### config.mk
export PLATFORM = sky130hd
export DESIGN_NAME = tiered_speed_profile_with_release_timer_top_flat
export DESIGN_NICKNAME = d
export VERILOG_FILES = /design/src/rtl/tsp_pkg.sv /design/src/rtl/tsp_chan_if.sv /design/src/rtl/tiered_speed_profile_with_release_timer_top.sv /design/src/flat_wrapper.sv
export SDC_FILE = /design/constraint.sdc
export NUM_CORES = 1
export LEC_CHECK = 0
export BUFFER_PORTS_ARGS = -buffer_cell sky130_fd_sc_hd__buf_2
export CAP_MARGIN = 20
export CORE_AREA = 2 2 39 41
export DETAILED_ROUTE_END_ITERATION = 12
export DIE_AREA = 0 0 41 43
export SETUP_SLACK_MARGIN = 0.3
export SYNTH_ARGS = -nofsm -noshare
export SYNTH_HDL_FRONTEND = slang
export SYNTH_SLANG_ARGS = --single-unit
### constraint.sdc
create_clock -name clk -period 1.4 [get_ports clk]
set_clock_uncertainty 0.1 [all_clocks]
set_input_delay 0 -clock clk [delete_from_list [all_inputs] [get_ports clk]]
set_output_delay 0 -clock clk [all_outputs]
set_load 0.02 [all_outputs]
### src/rtl/tsp_pkg.sv
`timescale 1ns / 1ps

package tsp_pkg;

	// Command codes placed in the result.
	localparam logic [1:0] CMD_SPEED = 2'h1;
	localparam logic [1:0] CMD_PWM   = 2'h3;

	// Request types. The spare code three is handled as the tiered mode.
	localparam logic [1:0] REQ_TIERED     = 2'd0;
	localparam logic [1:0] REQ_LINEAR     = 2'd1;
	localparam logic [1:0] REQ_NO_PUSH    = 2'd2;
	localparam logic [1:0] REQ_TIERED_ALT = 2'd3;

	// Deadbands, tier edges and tier multipliers.
	localparam logic [31:0] DEADBAND_TIER   = 32'd50;
	localparam logic [31:0] DEADBAND_LINEAR = 32'd5;
	localparam logic [31:0] TIER_FAR        = 32'd700;
	localparam logic [31:0] TIER_MID        = 32'd450;
	localparam logic [31:0] TIER_NEAR       = 32'd200;
	localparam logic [4:0]  MUL_FAR         = 5'd1;
	localparam logic [4:0]  MUL_MID         = 5'd18;
	localparam logic [4:0]  MUL_NEAR        = 5'd15;
	localparam logic [4:0]  MUL_CLOSE       = 5'd5;
	localparam logic signed [15:0] PUSH_MIN = 16'sd200;

	// Register reset values.
	localparam logic [11:0] IDLE_RESET    = 12'd500;
	localparam logic [15:0] RELEASE_RESET = 16'd3500;

	// Configuration register indexes.
	localparam logic [1:0] CFG_REF_MAX = 2'd0;
	localparam logic [1:0] CFG_REF_MIN = 2'd1;
	localparam logic [1:0] CFG_IDLE    = 2'd2;
	localparam logic [1:0] CFG_RELEASE = 2'd3;

	// Scaled reference times elapsed: 20 plus 32 bits.
	localparam int SCALE_W    = 20;
	localparam int PROD_W     = SCALE_W + 32;
	localparam int DIV_STEPS  = PROD_W;

	typedef struct packed {
		logic [1:0]         req_type;
		logic signed [31:0] angle_error;
		logic [31:0]        elapsed;
		logic [31:0]        elapsed_max;
		logic               pwm_load;
		logic signed [15:0] pwm_value;
	} tsp_req_t;

	typedef struct packed {
		logic [1:0]         cmd_code;
		logic signed [15:0] cmd_data;
		logic signed [15:0] speed_now;
		logic               div_error;
	} tsp_cmd_t;

endpackage

### src/rtl/tsp_chan_if.sv
`timescale 1ns / 1ps

interface tsp_chan_if #(
	parameter type payload_t = logic
);
	logic     valid;
	logic     ready;
	payload_t payload;

	modport source (output valid, output payload, input ready);
	modport sink (input valid, input payload, output ready);
endinterface

### src/rtl/tiered_speed_profile_with_release_timer_top.sv
`timescale 1ns / 1ps

// Tiered speed profile with idle release timer, run once per control period.
//
// Channels: "request" is a valid/ready sink carrying one control period's
// inputs; "command" is a valid/ready source carrying the resulting command
// word, the computed speed and the divide-error flag. A transaction happens on
// a rising edge with valid and ready both high. Configuration is a plain write
// port (cfg_we, cfg_index, cfg_data) and must only be used while idle.
//
// Sequence: a request outside the deadband with a nonzero divisor passes through
// a multiply step, 52 restoring-division steps on one shared subtractor, a
// saturate step and an update step before its command is loaded. Requests
// inside the deadband or with a zero divisor skip the multiply and divide and
// go straight to the saturate and update steps. The block handles one request
// at a time; ready comes back on the edge that loads the command.
//
// Reset clears pwm_q but not speed_q, and loads the idle counter with 500
// and the configuration with its defaults. If the receiver stalls, the result
// waits in the output register and the sequencer holds in its update step.
module tiered_speed_profile_with_release_timer_top (
	input  logic        clk,
	input  logic        arst_n,
	tsp_chan_if.sink    request,
	tsp_chan_if.source  command,
	input  logic        cfg_we,
	input  logic [1:0]  cfg_index,
	input  logic [15:0] cfg_data
);
	import tsp_pkg::*;

	localparam int CNT_W = $clog2(DIV_STEPS);

	typedef enum logic [4:0] {
		ST_IDLE = 5'b00001,
		ST_MUL  = 5'b00010,
		ST_DIV  = 5'b00100,
		ST_SAT  = 5'b01000,
		ST_UPD  = 5'b10000
	} state_t;

	state_t state_q;

	// Configuration registers.
	logic signed [15:0] ref_max_q;
	logic signed [15:0] ref_min_q;
	logic [11:0]        idle_limit_q;
	logic [15:0]        release_limit_q;

	// Persistent period state.
	logic [15:0]        idle_count_q;
	logic signed [15:0] pwm_q;

	// Working registers of the current request.
	logic [SCALE_W-1:0] scale_q;
	logic               ref_neg_q;
	logic [31:0]        num_q;
	logic [31:0]        den_q;
	logic               zero_q;
	logic               err_q;
	logic               push_q;
	logic [PROD_W-1:0]  dq_q;
	logic [31:0]        rem_q;
	logic [CNT_W-1:0]   cnt_q;
	logic signed [15:0] speed_q;

	// Output register.
	logic               out_valid_q;
	tsp_cmd_t           out_q;

	// Decode of the incoming request.
	tsp_req_t           req;
	logic [31:0]        e_mag;
	logic               linear;
	logic               deadband;
	logic signed [15:0] ref_sel;
	logic [4:0]         mul_sel;
	logic [15:0]        ref_mag;
	logic [SCALE_W-1:0] scale;
	logic               accept;

	assign req    = request.payload;
	assign accept = request.valid && request.ready;
	assign request.ready = (state_q == ST_IDLE);

	always_comb begin
		e_mag  = req.angle_error[31] ? 32'(-req.angle_error) : 32'(req.angle_error);
		linear = (req.req_type == REQ_LINEAR);
		deadband = linear ? (e_mag <= DEADBAND_LINEAR) : (e_mag <= DEADBAND_TIER);
		if (linear || e_mag > TIER_FAR) begin
			ref_sel = ref_max_q;
			mul_sel = MUL_FAR;
		end else if (e_mag > TIER_MID) begin
			ref_sel = ref_min_q;
			mul_sel = MUL_MID;
		end else if (e_mag > TIER_NEAR) begin
			ref_sel = ref_min_q;
			mul_sel = MUL_NEAR;
		end else begin
			ref_sel = ref_min_q;
			mul_sel = MUL_CLOSE;
		end
		ref_mag = ref_sel[15] ? 16'(-ref_sel) : 16'(ref_sel);
		scale   = SCALE_W'(ref_mag) * SCALE_W'(mul_sel);
	end

	// One restoring-division step: shift in the next dividend bit and try the divisor.
	logic [32:0] trial;
	logic [32:0] diff;
	logic        fits;

	always_comb begin
		trial = {rem_q, dq_q[PROD_W-1]};
		diff  = trial - {1'b0, den_q};
		fits  = (trial >= {1'b0, den_q});
	end

	// Saturation of the quotient and the minimum-magnitude push.
	logic signed [15:0] sat_v;
	logic signed [15:0] push_v;

	always_comb begin
		if (zero_q) begin
			sat_v = 16'sd0;
		end else if (ref_neg_q) begin
			sat_v = (dq_q > PROD_W'(32768)) ? 16'sh8000 : 16'(-dq_q[15:0]);
		end else begin
			sat_v = (dq_q > PROD_W'(32767)) ? 16'sh7fff : 16'(dq_q[15:0]);
		end
		push_v = sat_v;
		if (push_q) begin
			if (sat_v > 16'sd0 && sat_v < PUSH_MIN) begin
				push_v = PUSH_MIN;
			end else if (sat_v < 16'sd0 && sat_v > -PUSH_MIN) begin
				push_v = -PUSH_MIN;
			end
		end
	end

	// Idle counter, PWM register and command choice for the update step.
	logic [15:0]        idle_next;
	logic signed [15:0] pwm_next;
	tsp_cmd_t           cmd_next;
	logic               upd_go;

	always_comb begin
		if (speed_q == 16'sd0) begin
			idle_next = (idle_count_q != 16'hffff) ? 16'(idle_count_q + 16'd1) : idle_count_q;
			pwm_next  = pwm_q;
		end else begin
			idle_next = 16'd0;
			pwm_next  = 16'sd0;
		end
		if (idle_next > release_limit_q) begin
			idle_next = 16'(idle_limit_q);
			pwm_next  = 16'sd0;
		end
		if (idle_next < 16'(idle_limit_q)) begin
			cmd_next.cmd_code = CMD_SPEED;
			cmd_next.cmd_data = speed_q;
		end else begin
			cmd_next.cmd_code = CMD_PWM;
			cmd_next.cmd_data = pwm_next;
		end
		cmd_next.speed_now = speed_q;
		cmd_next.div_error = err_q;
		upd_go = (state_q == ST_UPD) && (!out_valid_q || command.ready);
	end

	// Configuration writes.
	always_ff @(posedge clk or negedge arst_n) begin
		if (!arst_n) begin
			ref_max_q       <= 16'sd0;
			ref_min_q       <= 16'sd0;
			idle_limit_q    <= IDLE_RESET;
			release_limit_q <= RELEASE_RESET;
		end else if (cfg_we) begin
			case (cfg_index)
				CFG_REF_MAX: ref_max_q       <= cfg_data;
				CFG_REF_MIN: ref_min_q       <= cfg_data;
				CFG_IDLE:    idle_limit_q    <= cfg_data[11:0];
				CFG_RELEASE: release_limit_q <= cfg_data;
				default: ;
			endcase
		end
	end

	// Sequencer and control state.
	always_ff @(posedge clk or negedge arst_n) begin
		if (!arst_n) begin
			state_q      <= ST_IDLE;
			idle_count_q <= IDLE_RESET;
			pwm_q        <= 16'sd0;
			out_valid_q  <= 1'b0;
			cnt_q        <= '0;
		end else begin
			// A new command replaces one that leaves on this edge.
			if (upd_go) begin
				out_valid_q <= 1'b1;
			end else if (command.ready) begin
				out_valid_q <= 1'b0;
			end
			case (state_q)
				ST_IDLE: begin
					if (accept) begin
						if (req.pwm_load) begin
							pwm_q <= req.pwm_value;
						end
						if (deadband || req.elapsed_max == 32'd0) begin
							state_q <= ST_SAT;
						end else begin
							state_q <= ST_MUL;
						end
					end
				end
				ST_MUL: begin
					cnt_q   <= '0;
					state_q <= ST_DIV;
				end
				ST_DIV: begin
					cnt_q <= CNT_W'(cnt_q + 1'b1);
					if (cnt_q == CNT_W'(DIV_STEPS - 1)) begin
						state_q <= ST_SAT;
					end
				end
				ST_SAT: begin
					state_q <= ST_UPD;
				end
				ST_UPD: begin
					if (upd_go) begin
						idle_count_q <= idle_next;
						pwm_q        <= pwm_next;
						state_q      <= ST_IDLE;
					end
				end
				default: state_q <= ST_IDLE;
			endcase
		end
	end

	// Datapath registers of the current request.
	always_ff @(posedge clk) begin
		case (state_q)
			ST_IDLE: begin
				if (accept) begin
					scale_q   <= scale;
					ref_neg_q <= ref_sel[15];
					num_q     <= req.elapsed;
					den_q     <= req.elapsed_max;
					zero_q    <= deadband || req.elapsed_max == 32'd0;
					err_q     <= !deadband && req.elapsed_max == 32'd0;
					push_q    <= req.req_type != REQ_NO_PUSH && !linear;
				end
			end
			ST_MUL: begin
				dq_q  <= PROD_W'(scale_q) * PROD_W'(num_q);
				rem_q <= 32'd0;
			end
			ST_DIV: begin
				rem_q <= fits ? diff[31:0] : trial[31:0];
				dq_q  <= {dq_q[PROD_W-2:0], fits};
			end
			ST_SAT: begin
				speed_q <= push_v;
			end
			ST_UPD: begin
				if (upd_go) begin
					out_q <= cmd_next;
				end
			end
			default: ;
		endcase
	end

	assign command.valid   = out_valid_q;
	assign command.payload = out_q;

	// A command is only loaded from the update step.
	a_load_from_upd: assert property (@(posedge clk) disable iff (!arst_n)
		$rose(out_valid_q) |-> $past(state_q == ST_UPD))
		else $error("command loaded outside the update step");

	// After a request transaction the block is not ready again in the cycle after it.
	a_busy_after_accept: assert property (@(posedge clk) disable iff (!arst_n)
		accept |=> !request.ready)
		else $error("request accepted twice in a row");

	// A divide error always comes with zero speed.
	a_err_zero_speed: assert property (@(posedge clk) disable iff (!arst_n)
		command.valid && out_q.div_error |-> out_q.speed_now == 16'sd0)
		else $error("divide error with nonzero speed");

	// A speed command always carries the computed speed.
	a_speed_data: assert property (@(posedge clk) disable iff (!arst_n)
		command.valid && out_q.cmd_code == CMD_SPEED |-> out_q.cmd_data == out_q.speed_now)
		else $error("speed command data differs from computed speed");

	// The division step count stays inside the quotient width.
	a_div_count: assert property (@(posedge clk) disable iff (!arst_n)
		state_q == ST_DIV |-> cnt_q < CNT_W'(DIV_STEPS))
		else $error("division step count out of range");

endmodule
### src/flat_wrapper.sv
// flat-port wrapper written by rule: the top's interface ports become plain ports
module tiered_speed_profile_with_release_timer_top_flat import tsp_pkg::*;
  (clk, arst_n, cfg_we, cfg_index, cfg_data, request_valid, request_payload, request_ready, command_valid, command_payload, command_ready);
  tsp_chan_if request_i ();
  tsp_chan_if command_i ();
  input  logic clk;
  input  logic arst_n;
  input  logic cfg_we;
  input  logic [1:0] cfg_index;
  input  logic [15:0] cfg_data;
  input wire logic [$bits(request_i.valid)-1:0] request_valid;
  input wire logic [$bits(request_i.payload)-1:0] request_payload;
  output wire logic [$bits(request_i.ready)-1:0] request_ready;
  output wire logic [$bits(command_i.valid)-1:0] command_valid;
  output wire logic [$bits(command_i.payload)-1:0] command_payload;
  input wire logic [$bits(command_i.ready)-1:0] command_ready;
  assign request_i.valid = request_valid;
  assign request_i.payload = request_payload;
  assign request_ready = request_i.ready;
  assign command_valid = command_i.valid;
  assign command_payload = command_i.payload;
  assign command_i.ready = command_ready;
  tiered_speed_profile_with_release_timer_top u_core (.clk(clk), .arst_n(arst_n), .request(request_i), .command(command_i), .cfg_we(cfg_we), .cfg_index(cfg_index), .cfg_data(cfg_data));
endmodule
==> results.json <==
{
  "yosys-top-cells-area": "dfrtp_1 (35%), dfstp_2 (12%), nor4bb_4 (12%)",
  "die_area_um2": 1760,
  "cts_made_buffers": 3,
  "firstDrtPassIters": 2,
  "final_cells": 45,
  "clkTransAtPathRegs_ns": 0.04,
  "synth_nets": 40,
  "status": "finished, final reports clean",
  "cts_buffer_depth": 2,
  "synth_area_leader_cell": "dfrtp_1",
  "yosysMostFrequentCell": "dfrtp_1",
  "synth-seq-cells": 4,
  "critPathSlowestCell": "dfstp_2",
  "die_w_um": 41,
  "drive_above_1_share_pct": 55.2,
  "seq_area_frac_synth_pct": 47.6,
  "io_buffers": 5,
  "drc_errors": 0,
  "dp_cells": 36,
  "grt_usage_pct": 6.95,
  "netlist_area_um2": 213,
  "ys.warnings.count": 0,
  "fillCellCount": 158,
  "wire_per_inst_um": 9.91,
  "finalCriticalPeriod_ns": 1.17,
  "grt_pass1_wl_um": 717,
  "crit_fanout": 2,
  "setup_slack_ns": 0.233,
  "setup_viol": 0,
  "crit_path_max_incr_delay_ns": 0.51,
  "timing.hold.ws_ns": 0.151,
  "leakagePower_nw": 0.140,
  "dpl_worst_slack_ns": 0.321,
  "cts_root_buf": "clkbuf_4",
  "drv_slew": 0,
  "coreArea_um2": 1380,
  "endpoint_kind": "output pin",
  "tritoncts": "yes",
  "finalSetupTns_ns": 0,
  "num_rows": 14,
  "start_util_pct": 15.4,
  "grt_pass1_vias": 156,
  "rsz0062_at_grt": "yes",
  "synth_edf_count": 0,
  "yosysTopAreaCellShare_pct": 35.3,
  "rrSetupSlack_ns": 0.29,
  "maxCapViolCount": 0,
  "power.density_nw_per_um2": 1780,
  "dpl.hpwl_um": 306,
  "finalCritPeriodShare_pct": 83.4,
  "diodes": 0,
  "die_y_um": 43,
  "hp-class": "input pin to asynchronous set/reset pin",
  "synthArstFlopShare_pct": 100,
  "detail-route-antenna-nets": 0,
  "via_per_inst": 3.53,
  "io_pins": 27,
  "cp.arrival_ns": 1.07,
  "crit_chain": "nor3b_2 -> buf_4",
  "crit_buf_inv": 1,
  "vias": 159,
  "required_ns": 1.30,
  "synth.distinct_cells": 13,
  "final-hold-violation-count": 0,
  "clock_sinks": 4,
  "avgSynthCellArea_um2": 13.3,
  "path_class": "flip-flop to output pin",
  "max-vdd-ir-drop_mv": 0.446,
  "cp_top_family": "flip-flops",
  "syn_to_final_growth_pct": 57.1,
  "grt_antenna_before_repair": 0,
  "nets": 54,
  "power.total_uw": 593,
  "clock.fmax_mhz": 857,
  "routed_wl_um": 446,
  "h-tree-depth": 1,
  "start_kind": "flip-flop",
  "syn_inst": 16,
  "grt_max_degree": 7,
  "clock_latency_ns": 0.24,
  "gp_congestion": 0.611,
  "dominantRegCellSynth": "dfrtp_1",
  "drt_iter0_markers": 1,
  "overflow": 0,
  "ys_top_cells_by_count": "dfrtp_1 (3), nor3b_1 (2)"
}
[layer usage]
metal	GRT usage (%)	vias up	part of all wire, %	wire, um
met5	0	-	0	0
met4	8.00	0	0	0
met3	3.14	0	8.5	38
met2	7.19	7	41	184
met1	9.09	71	50	224
li1	-	81	-	-
[registers in the layout, summed over array words and instances (netlist names)]
signal / cells
u_core.command.valid: 1
u_core.state_q: 3
[per-stage QoR]
stage	cell area (um^2)	utilization, %
floorplan	218	-
global placement	255	18.4
detailed placement	255	18.4
CTS	333	24.1
global route	334	24.1
finish	334	24.1
[power by group]
| part | total [mW] | internal [mW] | switching (mW) |
|---|---|---|---|
| registers | 0.214 | 0.163 | 0.0501 |
| clock network | 0.161 | 0.107 | 0.0536 |
| logic | 0.219 | 0.125 | 0.0932 |
[cell usage in the layout, fill, tap and decap left out, drive strengths merged]
cell type,n
nor4bb,1
nor2b,1
dfstp,1
clkbuf,4
or2,1
dlygate4sd3,4
dfrtp,3
a21oi,1
nand4bb,1
a211oi,1
conb,1
buf,6
nand2b,1
nor3b,3
[cells by family after synthesis]
family,after synthesis,synth area share (%)
simple gates,8,38.8
other cells,1,1.76
buf+inv,1,3.53
flops,4,47.6
compound gates,2,8.23
[final timing paths]
| kind | startpoint | endpoint | cells after the start |
|---|---|---|---|
| setup / recovery | u_core.state_q[0] | request_ready | 2 |
| hold / removal | arst_n | u_core.state_q[0] | 2 |
| setup reg to reg | u_core.state_q[0] | u_core.state_q[0] | 3 |
| hold reg to reg | u_core.state_q[4] | u_core.state_q[3] | 1 |
| max in group asynchronous | arst_n | u_core.state_q[4] | 3 |
| min in group clk | u_core.state_q[4] | u_core.state_q[3] | 1 |
[timing repair]
action                                  in CTS  in global routing
endpoints found under the hold margin        6                  0
buffers inserted                             1                  0
hold buffers                                 4                  0
resized for setup                            2                  1
pin swaps                                    0                  1
endpoints found under the setup margin       1                  4
[layout make-up]
| type | instances | area, um^2 | area share, % |
|---|---|---|---|
| Multi-Input combinational cell | 11 | 109 | 32.6 |
| Clock buffer | 4 | 26.3 | 7.87 |
| Timing Repair Buffer | 10 | 75.1 | 22.5 |
| Tap cell | 16 | 20.0 | 5.99 |
| Sequential cell | 4 | 104 | 31.1 |
No activity file was read; power rests on OpenSTA's default activity.
